[config.mk]
export PLATFORM = sky130hd
export DESIGN_NAME = at_command_frame_parser
export DESIGN_NICKNAME = d
export VERILOG_FILES = /design/src/hdl/acfp_pkg.sv /design/src/hdl/acfp_front.sv /design/src/hdl/acfp_back.sv /design/src/hdl/at_command_frame_parser.sv
export SDC_FILE = /design/constraint.sdc
export NUM_CORES = 1
export LEC_CHECK = 0
export ABC_AREA = 1
export BUFFER_PORTS_ARGS = -buffer_cell sky130_fd_sc_hd__buf_2
export CORE_ASPECT_RATIO = 1.1
export CORE_MARGIN = 1
export CORE_UTILIZATION = 62
export CTS_BUF_LIST = sky130_fd_sc_hd__clkbuf_8
export DETAILED_ROUTE_END_ITERATION = 7
export GPL_ROUTABILITY_DRIVEN = 0
export MAX_ROUTING_LAYER = met4
export PLACE_DENSITY = 0.89
export SLEW_MARGIN = 5
export SYNTH_ARGS = -nofsm -noshare
export SYNTH_HDL_FRONTEND = slang
export SYNTH_HIERARCHICAL = 1
export SYNTH_SLANG_ARGS = --single-unit
[constraint.sdc]
create_clock -name clk -period 3.8 [get_ports clk]
set_input_delay 0.19 -clock clk [delete_from_list [all_inputs] [get_ports clk]]
set_output_delay 0.19 -clock clk [all_outputs]
set_load 0.01 [all_outputs]
[src/hdl/acfp_pkg.sv]
`default_nettype none

package acfp_pkg;

  // Fixed sizes of the payload fields.
  localparam int unsigned BYTE_W    = 8;
  localparam int unsigned TIMER_W   = 8;
  localparam int unsigned CMD_W     = 2;
  localparam int unsigned RUN_W     = 8;
  localparam int unsigned GAP_W     = 16;
  localparam int unsigned FLAG_W    = 3;

  // Default frame buffer size and the reset value of the idle timeout.
  localparam int unsigned BUFFER_BYTES_DEF = 32;
  localparam logic [TIMER_W-1:0] TIMEOUT_RESET = 8'd5;

  // Queue between the intake and the frame engine.
  localparam int unsigned QUEUE_DEPTH = 4;
  localparam int unsigned QPTR_W      = $clog2(QUEUE_DEPTH);
  localparam int unsigned QCNT_W      = $clog2(QUEUE_DEPTH + 1);

  // Pattern lengths and capture positions.
  localparam int unsigned AT_LEN        = 2;
  localparam int unsigned PREFIX_LEN    = 7;
  localparam int unsigned DIGIT_ONE_POS = 7;
  localparam int unsigned DIGIT_TWO_POS = 8;

  localparam logic [BYTE_W-1:0] ASCII_ZERO = 8'h30;

  // Pattern flag bits.
  localparam int unsigned FLAG_AT  = 0;
  localparam int unsigned FLAG_RUN = 1;
  localparam int unsigned FLAG_GAP = 2;
  localparam logic [FLAG_W-1:0] FLAGS_ALL = 3'b111;

  // Result command codes.
  localparam logic [CMD_W-1:0] CMD_NONE = 2'd0;
  localparam logic [CMD_W-1:0] CMD_OK   = 2'd1;
  localparam logic [CMD_W-1:0] CMD_RUN  = 2'd2;
  localparam logic [CMD_W-1:0] CMD_GAP  = 2'd3;

  // Input item kind codes.
  localparam logic FUNC_BYTE = 1'b0;
  localparam logic FUNC_TICK = 1'b1;

  typedef enum logic {
    ITEM_BYTE = 1'b0,
    ITEM_TICK = 1'b1
  } item_kind_t;

  typedef struct packed {
    logic              func;
    logic [BYTE_W-1:0] rx_byte;
  } at_in_t;

  typedef struct packed {
    logic [CMD_W-1:0] command;
    logic [RUN_W-1:0] run_value;
    logic [GAP_W-1:0] gap_value;
  } at_out_t;

  typedef struct packed {
    item_kind_t        kind;
    logic [BYTE_W-1:0] data;
  } acfp_item_t;

  // Character expected at a position of "AT".
  function automatic logic [BYTE_W-1:0] at_char(input logic pos);
    logic [BYTE_W-1:0] ch;
    unique case (pos)
      1'b0:    ch = 8'h41; // 'A'
      default: ch = 8'h54; // 'T'
    endcase
    return ch;
  endfunction

  // Character expected at a position of "AT+RUN=".
  function automatic logic [BYTE_W-1:0] run_char(input logic [2:0] pos);
    logic [BYTE_W-1:0] ch;
    unique case (pos)
      3'd0:    ch = 8'h41; // 'A'
      3'd1:    ch = 8'h54; // 'T'
      3'd2:    ch = 8'h2B; // '+'
      3'd3:    ch = 8'h52; // 'R'
      3'd4:    ch = 8'h55; // 'U'
      3'd5:    ch = 8'h4E; // 'N'
      3'd6:    ch = 8'h3D; // '='
      default: ch = 8'h00;
    endcase
    return ch;
  endfunction

  // Character expected at a position of "AT+GAP=".
  function automatic logic [BYTE_W-1:0] gap_char(input logic [2:0] pos);
    logic [BYTE_W-1:0] ch;
    unique case (pos)
      3'd0:    ch = 8'h41; // 'A'
      3'd1:    ch = 8'h54; // 'T'
      3'd2:    ch = 8'h2B; // '+'
      3'd3:    ch = 8'h47; // 'G'
      3'd4:    ch = 8'h41; // 'A'
      3'd5:    ch = 8'h50; // 'P'
      3'd6:    ch = 8'h3D; // '='
      default: ch = 8'h00;
    endcase
    return ch;
  endfunction

endpackage

`default_nettype wire

[src/hdl/acfp_front.sv]
`default_nettype none

module acfp_front (
  input  wire logic                clk,
  input  wire logic                rst,
  input  wire logic                in_valid,
  output logic                     in_stall,
  input  wire acfp_pkg::at_in_t    in_data,
  output logic                     q_valid,
  output acfp_pkg::acfp_item_t     q_item,
  input  wire logic                q_pop
);
  import acfp_pkg::*;

  acfp_item_t        queue [QUEUE_DEPTH];
  logic [QPTR_W-1:0] wr_ptr;
  logic [QPTR_W-1:0] rd_ptr;
  logic [QCNT_W-1:0] count;
  logic              push;
  logic              pop;
  acfp_item_t        item_in;

  // Sort the request into a byte or a tick before it is queued.
  always_comb begin
    item_in.kind = (in_data.func == FUNC_TICK) ? ITEM_TICK : ITEM_BYTE;
    item_in.data = in_data.rx_byte;
  end

  assign in_stall = (count == QCNT_W'(QUEUE_DEPTH));
  assign push     = in_valid && !in_stall;
  assign q_valid  = (count != '0);
  assign pop      = q_pop && q_valid;
  assign q_item   = queue[rd_ptr];

  always_ff @(posedge clk) begin
    if (push) begin
      queue[wr_ptr] <= item_in;
    end
  end

  always_ff @(posedge clk) begin
    if (rst) begin
      wr_ptr <= '0;
      rd_ptr <= '0;
      count  <= '0;
    end else begin
      if (push) begin
        wr_ptr <= wr_ptr + QPTR_W'(1);
      end
      if (pop) begin
        rd_ptr <= rd_ptr + QPTR_W'(1);
      end
      count <= count + QCNT_W'(push) - QCNT_W'(pop);
    end
  end

endmodule

`default_nettype wire

[src/hdl/acfp_back.sv]
`default_nettype none

module acfp_back #(
  parameter int unsigned BUFFER_BYTES = acfp_pkg::BUFFER_BYTES_DEF
) (
  input  wire logic                          clk,
  input  wire logic                          rst,
  input  wire logic                          cfg_we,
  input  wire logic [acfp_pkg::TIMER_W-1:0]  cfg_wdata,
  input  wire logic                          q_valid,
  input  wire acfp_pkg::acfp_item_t          q_item,
  output logic                               q_pop,
  output logic                               out_valid,
  input  wire logic                          out_stall,
  output acfp_pkg::at_out_t                  out_data
);
  import acfp_pkg::*;

  localparam int unsigned COUNT_W = $clog2(BUFFER_BYTES + 1);

  logic [TIMER_W-1:0] timeout_ticks;
  logic [TIMER_W-1:0] idle_timer;
  logic [TIMER_W-1:0] idle_timer_next;
  logic [COUNT_W-1:0] byte_count;
  logic [COUNT_W-1:0] byte_count_next;
  logic [FLAG_W-1:0]  prefix_flags;
  logic [FLAG_W-1:0]  prefix_flags_next;
  logic [BYTE_W-1:0]  digit_one;
  logic [BYTE_W-1:0]  digit_one_next;
  logic [BYTE_W-1:0]  digit_two;
  logic [BYTE_W-1:0]  digit_two_next;
  logic               close;
  logic [GAP_W-1:0]   d1;
  logic [GAP_W-1:0]   d2;
  at_out_t            result;

  // Take the next request whenever the output register is free or draining.
  assign q_pop = q_valid && (!out_valid || !out_stall);

  // Digits are offset from ASCII zero; wrap-around below zero is intended.
  assign d1 = {{(GAP_W-BYTE_W){1'b0}}, digit_one} - GAP_W'(ASCII_ZERO);
  assign d2 = {{(GAP_W-BYTE_W){1'b0}}, digit_two} - GAP_W'(ASCII_ZERO);

  always_comb begin
    result.command   = CMD_NONE;
    result.run_value = '0;
    result.gap_value = '0;
    priority if (prefix_flags[FLAG_AT] && byte_count == COUNT_W'(AT_LEN)) begin
      result.command = CMD_OK;
    end else if (prefix_flags[FLAG_RUN] && byte_count >= COUNT_W'(PREFIX_LEN)) begin
      result.command   = CMD_RUN;
      result.run_value = d1[RUN_W-1:0];
    end else if (prefix_flags[FLAG_GAP] && byte_count >= COUNT_W'(PREFIX_LEN)) begin
      result.command   = CMD_GAP;
      result.gap_value = (d1 << 3) + (d1 << 1) + d2;
    end
  end

  always_comb begin
    idle_timer_next   = idle_timer;
    byte_count_next   = byte_count;
    prefix_flags_next = prefix_flags;
    digit_one_next    = digit_one;
    digit_two_next    = digit_two;
    close             = 1'b0;
    if (q_pop) begin
      unique case (q_item.kind)
        ITEM_BYTE: begin
          idle_timer_next = timeout_ticks;
          // A full buffer drops the byte but still restarts the idle timer.
          if (byte_count < COUNT_W'(BUFFER_BYTES)) begin
            if (byte_count < COUNT_W'(AT_LEN) && q_item.data != at_char(byte_count[0])) begin
              prefix_flags_next[FLAG_AT] = 1'b0;
            end
            if (byte_count < COUNT_W'(PREFIX_LEN)) begin
              if (q_item.data != run_char(byte_count[2:0])) begin
                prefix_flags_next[FLAG_RUN] = 1'b0;
              end
              if (q_item.data != gap_char(byte_count[2:0])) begin
                prefix_flags_next[FLAG_GAP] = 1'b0;
              end
            end
            if (byte_count == COUNT_W'(DIGIT_ONE_POS)) begin
              digit_one_next = q_item.data;
            end
            if (byte_count == COUNT_W'(DIGIT_TWO_POS)) begin
              digit_two_next = q_item.data;
            end
            byte_count_next = byte_count + COUNT_W'(1);
          end
        end
        default: begin
          // A stopped timer ignores ticks; the last tick closes the frame.
          if (idle_timer != '0) begin
            idle_timer_next = idle_timer - TIMER_W'(1);
            if (idle_timer == TIMER_W'(1)) begin
              close             = 1'b1;
              byte_count_next   = '0;
              prefix_flags_next = FLAGS_ALL;
              digit_one_next    = '0;
              digit_two_next    = '0;
            end
          end
        end
      endcase
    end
  end

  always_ff @(posedge clk) begin
    if (rst) begin
      timeout_ticks <= TIMEOUT_RESET;
      idle_timer    <= TIMEOUT_RESET;
      byte_count    <= '0;
      prefix_flags  <= FLAGS_ALL;
      digit_one     <= '0;
      digit_two     <= '0;
      out_valid     <= 1'b0;
    end else begin
      if (cfg_we) begin
        timeout_ticks <= cfg_wdata;
      end
      idle_timer   <= idle_timer_next;
      byte_count   <= byte_count_next;
      prefix_flags <= prefix_flags_next;
      digit_one    <= digit_one_next;
      digit_two    <= digit_two_next;
      if (close) begin
        out_valid <= 1'b1;
      end else if (!out_stall) begin
        out_valid <= 1'b0;
      end
    end
  end

  always_ff @(posedge clk) begin
    if (close) begin
      out_data <= result;
    end
  end

endmodule

`default_nettype wire

[src/hdl/at_command_frame_parser.sv]
`default_nettype none

// AT command frame parser with idle-timeout framing.
//
// Input channel (in_valid, in_stall, in_data): each request is either a
// received UART byte (func = 0, character in rx_byte) or a one millisecond
// tick (func = 1). A request is taken at a clock edge with in_valid high and
// in_stall low. Requests land in a four-entry queue, so in_stall only rises
// when that queue is full.
// Output channel (out_valid, out_stall, out_data): one request is sent each
// time the idle timer runs out on a tick. It carries the command code and
// the run or gap value. While out_valid and out_stall are both high the result
// holds and the frame engine stops draining the queue; the intake keeps filling it.
// Configuration: cfg_we with cfg_wdata sets the idle timeout in ticks.
// The parser takes one request per cycle while in_stall is low. A closing tick
// accepted into an empty queue is written to the queue head; the frame engine
// then pops it, unless a stalled result holds it, and loads the result register
// and out_valid.
// Reset (rst, synchronous) empties the queue, sets the timeout to five ticks
// and loads the idle timer, so five ticks after reset an empty frame closes
// with command none.

module at_command_frame_parser #(
  parameter int unsigned BUFFER_BYTES = acfp_pkg::BUFFER_BYTES_DEF
) (
  input  wire logic                          clk,
  input  wire logic                          rst,
  input  wire logic                          in_valid,
  output logic                               in_stall,
  input  wire acfp_pkg::at_in_t              in_data,
  output logic                               out_valid,
  input  wire logic                          out_stall,
  output acfp_pkg::at_out_t                  out_data,
  input  wire logic                          cfg_we,
  input  wire logic [acfp_pkg::TIMER_W-1:0]  cfg_wdata
);
  import acfp_pkg::*;

  logic       q_valid;
  logic       q_pop;
  acfp_item_t q_item;

  // Intake: classifies each request and queues it.
  acfp_front u_front (
    .clk      (clk),
    .rst      (rst),
    .in_valid (in_valid),
    .in_stall (in_stall),
    .in_data  (in_data),
    .q_valid  (q_valid),
    .q_item   (q_item),
    .q_pop    (q_pop)
  );

  // Frame engine: pattern match, digit capture, idle timer and result register.
  acfp_back #(
    .BUFFER_BYTES (BUFFER_BYTES)
  ) u_back (
    .clk       (clk),
    .rst       (rst),
    .cfg_we    (cfg_we),
    .cfg_wdata (cfg_wdata),
    .q_valid   (q_valid),
    .q_item    (q_item),
    .q_pop     (q_pop),
    .out_valid (out_valid),
    .out_stall (out_stall),
    .out_data  (out_data)
  );

endmodule

`default_nettype wire
Yosys cells after proc, flatten, opt, wreduce, memory -nomap -nowiden:

Memory sizes are Yosys's and may differ from the RTL's. A register that Yosys moved wholly into a read port is not among the register bits.
Index checks and enable logic that the tools add are counted.

* add/sub/neg operators: 10
* magnitude comparators: 4
* equality and inequality tests: 17
* muxes and demuxes: 49
* bitwise operators: 2
* reductions and logical operators: 31

Operators by type and width (count)
* 2-to-1 mux 8 bit: 21
* one-hot mux 7 bit (7 select lines): 1
* one-hot mux 7 bit (6 select lines): 1
* adder 16 bit: 2
* 2-to-1 mux 6 bit: 4
* inequality test 8 bit: 3
* subtractor 8 x 6 -> 9 bit, second input constant: 2
* AND reduction 5 bit: 3
* nonzero test 2 bit: 7
* == test 3 bit, second input constant: 4
* 2-to-1 mux 1 bit: 12
* 2-to-1 mux 3 bit: 4
* AND reduction 6 bit: 2
* 2-to-1 mux 2 bit: 5
* == test 8 x 1 -> 1 bit, second input constant: 1
* nonzero test 8 bit: 1
* subtractor 8 x 1 -> 8 bit, second input constant: 1
* logical AND 1 bit: 7
* adder 6 x 1 -> 6 bit, second input constant: 1
* == test 3 x 2 -> 1 bit, second input constant: 2
* == test 6 x 2 -> 1 bit, second input constant: 1
* == test 6 x 3 -> 1 bit, second input constant: 1
* == test 6 x 4 -> 1 bit, second input constant: 1
* >= comparator 6 x 3 -> 1 bit, second input constant: 1
* other kinds (19): 25

* register bits after elaboration: 75
* memory bits (writable): 36
* bits of input ports: 22
* output and inout bits: 28
* logic and storage cells: 129
* memories kept: 1

Memory list
* u_front.queue: words 4, bits a word 9, rd ports 1, clocked after Yosys merged registers in 1, wr ports 1, line acfp_front.sv:15 `acfp_item_t queue [QUEUE_DEPTH];`

Longest topological paths before layout:

* word-level depth: 12
* mapped depth: 15
* depth with buffers taken out: 14

Modules after synthesis:

The synthesis kept the hierarchy.

Modules (own cells, without submodules)
* acfp_back: instances 1, cells each 534, area an instance 4052.6 um^2
* acfp_front: instances 1, cells each 153, area an instance 1854.3 um^2

Worst setup path before layout:

No wires, ideal clock.

* path kind: reg2reg
* from: register u_back.digit_one[4]
* to: register, netlist name u_back/out_data[13]
* data arrival time: 2.580 ns
* required time: 3.543 ns
* path slack: 0.963 ns
* stages on the path, launching flop included: 14
* path through: dfxtp_1 ha_1 or2_2 nor2_1 inv_1 fa_1 inv_1 ha_1 a21oi_1 nor2_1 a21oi_1 nand2_1 nand2_1 a21oi_1

* cells in the longest elaborated chain, start to end: 3

RTL lines
* start, declared: line acfp_back.sv:28 `logic [BYTE_W-1:0] digit_one;`
* start signal, assigned: line acfp_back.sv:125 `digit_one <= digit_one_next;`
* subtractor 8 x 6 -> 9 bit: line acfp_back.sv:41 `assign d1 = {{(GAP_W-BYTE_W){1'b0}}, digit_one} - GAP_W'(ASCII_ZERO);`
* adder 16 bit (2 in series): line acfp_back.sv:55 `result.gap_value = (d1 << 3) + (d1 << 1) + d2;`

Every way passes these cells.
A chain may end at the register's enable or synchronous reset.

Worst setup path in the final report:

* from: register u_back.digit_two[4]
* to: register, netlist name u_back/out_data[13]

* cells in the longest elaborated chain, start to end: 2

RTL lines
* start, declared: line acfp_back.sv:30 `logic [BYTE_W-1:0] digit_two;`
* start signal, assigned: line acfp_back.sv:126 `digit_two <= digit_two_next;`
* subtractor 8 x 6 -> 9 bit: line acfp_back.sv:42 `assign d2 = {{(GAP_W-BYTE_W){1'b0}}, digit_two} - GAP_W'(ASCII_ZERO);`
* adder 16 bit: line acfp_back.sv:55

Every way passes these cells.

==> impl_metrics.yaml <==
clock_tree:
  cts_made_buffers: 9
  ctsLongestPathBuffers: 2
  post_cts_resized: 0
  cts_setup_buffers: 0
  cts.clk_slew.worst_paths_ns: 0.11
  ctsHtreeMaxLevel: 3
  cts_sinks: 111
  worst_skew_pair.late_latency_ns: 0.38
  holdBufCountCts: 0
  cts_tree: "done"
  cts_root_buf: "clkbuf_8"
critical_path:
  timing.rr.start: "u_back/digit_two[4]$_SDFFE_PP0P_"
  reg2regPathDepth: 12
  worst-path-stages: 12
  crit_end: "u_back/out_data[13]$_SDFFCE_PP0P_"
  r2r-end: "u_back/out_data[13]$_SDFFCE_PP0P_"
  crit_chain: "ha_1 > nor3_1 > inv_1 > fa_1 > inv_1 > ha_1 > a21oi_1 > nor2_1 > a21oi_1 > nand2_1 > nand2_1 > a21oi_1"
  arrival_ns: 3.43
  startpoint_type: "flop"
  critPathMaxStageDelay_ns: 0.57
  end_kind: "flop"
  cp_common_cell: "a21oi_1"
  critPathMaxFanout: 6
  cp.required_ns: 3.94
  path_buf_inv: 2
  critPathKind: "reg -> reg"
  startpoint: "u_back/digit_two[4]$_SDFFE_PP0P_"
  r2r_slack_ns: 0.51
  cpMaxStageDelayCell: "nor3_1"
  path_delay_family: "adder cells"
global_routing:
  grt_pass1_vias: 4707
  grt_pass1_wl_um: 20600
  grt_util_all_layers_pct: 27.4
  antenna_found_initial: 0
  grt_max_degree: 27
  grt-ovfl-total: 0
place:
  portBuffers: 49
  place_area_um2: 6210
  post-place-ws_ns: 0.583
  dp_hpwl_um: 9280
layout:
  drive_above_1_share_pct: 11.9
  fin_area_um2: 6420
  nets: 798
  multi_input_comb_area_um2: 2650
  seqCellArea_um2: 2820
  n_fill_cell: 705
  diodes: 0
  final_util_pct: 69.0
  area_delta_synth_final_pct: 8.68
  mostFrequentLayoutCells: "135 x nand2_1, 94 x nor2_1, 81 x inv_1"
  layout_commonest_cell: "nand2_1"
floorplan:
  floorplan.initialDensity_pct: 63.5
  io_pins: 50
  core_area_um2: 9310
  die_area_um2: 9920
  rows: 37
  die_w_um: 95.1
  die_h_um: 104
power:
  ir_drop_uv: 388
  p_per_area_nw_per_um2: 760
  leakagePower_nw: 2.82
sta:
  finalHoldViolations: 0
  post-route-period-util_pct: 86.7
  finalSetupViolCount: 0
  fin_skew_ns: 0.0136
  setup_tns_ns: 0
  fin_ws_ns: 0.506
  worstMarginPinSlew_ns: 0.889
  maxSlewHeadroom_pct: 40.5
  fin_crit_ns: 3.29
  maxSlewViolCount: 0
  fmax_ghz: 0.304
  rsz0062_at_grt: "false"
logic_synthesis:
  synthFlopType: "edfxtp_1"
  ys_types: 42
  syn_inst: 687
  netlist_top_cells_area: "edfxtp_1 31%, dfxtp_1 17%, nand2_1 8.6%, ha_1 6.6%, nor2_1 6.0%"
  synth_nets: 750
  yosys_warnings: 6
  yosys.area.top_type: "edfxtp_1"
  syn_area_um2: 5910
  async_flop_share_pct: 0
  yosysTopAreaCellShare_pct: 30.5
  synth_edf_count: 60
  synth-seq-area-share_pct: 47.8
  synth-seq-cells: 111
  synth.avg_cell_area_um2: 8.60
detailed_routing:
  ant_nets: 0
  wl_per_cell_um: 14.6
  wl_um: 12500
  first_pass_iters: 5
  drt_iter0_drc: 372
  drc: 0
  num_vias: 4878
  avgViaCountPerCell: 5.69
worst_hold_path:
  hp-class: "in -> reg"
status:
  run_status: "complete, no violations"
run:
  maxCapViolCount: 0
[sequential cells by signal, summed over array words and instances, names as in the netlist, named ones only]
register,cells
u_back/byte_count,6
u_back/digit_one,8
u_back/digit_two,8
u_back/idle_timer,8
u_back/out_data,24
u_back/out_valid,1
u_back/prefix_flags,3
u_back/timeout_ticks,8
u_front/count,3
u_front/queue,36
u_front/rd_ptr,2
u_front/wr_ptr,2
[power breakdown]
part	total [W]	leakage (nW)	switching, W	internal (W)
combinational	0.00252	1.73	0.00170	0.000820
clock	0.000738	0.103	0.000421	0.000318
sequential	0.00162	0.987	0.000152	0.00147
total	0.00488	2.82	0.00227	0.00260
[stage by stage]
| stage | total power, W | instances | hold slack (ns) |
|---|---|---|---|
| after floorplan | 0.00355 | 687 | 0.261 |
| after global placement | 0.00391 | 841 | 0.398 |
| after detailed placement | 0.00409 | 841 | 0.407 |
| after CTS | 0.00483 | 857 | 0.00774 |
| after global routing | 0.00527 | 857 | 0.0000279 |
| final | 0.00488 | 857 | 0.0241 |
[cells by family (layout without fill, tap and decap cells)]
| group | count (synthesis) | after routing | share of synthesized area (%) |
|---|---|---|---|
| buf+inv | 100 | 153 | 7.52 |
| flops | 111 | 111 | 47.8 |
| xor+xnor | 14 | 14 | 2.08 |
| compound gates | 132 | 132 | 12.1 |
| fa+ha+maj | 41 | 41 | 9.96 |
| simple gates | 289 | 289 | 20.5 |
[synthesized netlist by cell type (3+ instances only)]
library cell,count
o211ai_1,3
nand3_1,35
xor2_1,12
nand2_1,135
inv_1,81
ha_1,31
nand4_1,4
buf_2,4
o21ai_0,50
nor2_2,3
clkbuf_1,4
fa_1,10
a21oi_1,58
nor2_1,94
dfxtp_1,51
buf_6,4
o22ai_1,9
nor3_1,7
edfxtp_1,60
[final cells by class]
type                       count  share of cell area (%)
inverter                      85                    5.13
sequential                   111                    44.0
clock inverter                 7                    1.31
multi-input combinational    476                    41.2
clock buffer                   9                    1.93
tap                          117                    2.28
timing repair buffer          52                    4.17
[worst min path at each step]
stage                               endpoint  slack [ns]       start  depth (start not counted)
3_3_place_gp   u_front/queue[0][1]$_DFFE_PP_        0.40  in_data[1]                          1
3_5_place_dp   u_front/queue[1][1]$_DFFE_PP_        0.41  in_data[1]                          1
5_1_grt        u_front/queue[3][0]$_DFFE_PP_     0.00003  in_data[0]                          1
2_1_floorplan    u_front/count[0]$_SDFF_PP0_        0.26         rst                          1
4_1_cts        u_front/queue[1][1]$_DFFE_PP_       0.008  in_data[1]                          1
6_report       u_front/queue[1][1]$_DFFE_PP_        0.02  in_data[1]                          1
[per-layer routing]
layer	GRT usage, %	up-vias	part of all wire [%]
met3	4.68	38	4.9
met2	45.9	194	52
met4	12.9	0	3.3
met5	-	-	0
met1	31.5	2277	40
li1	-	2369	-
Note: power is estimated with default switching activity, not from simulation.
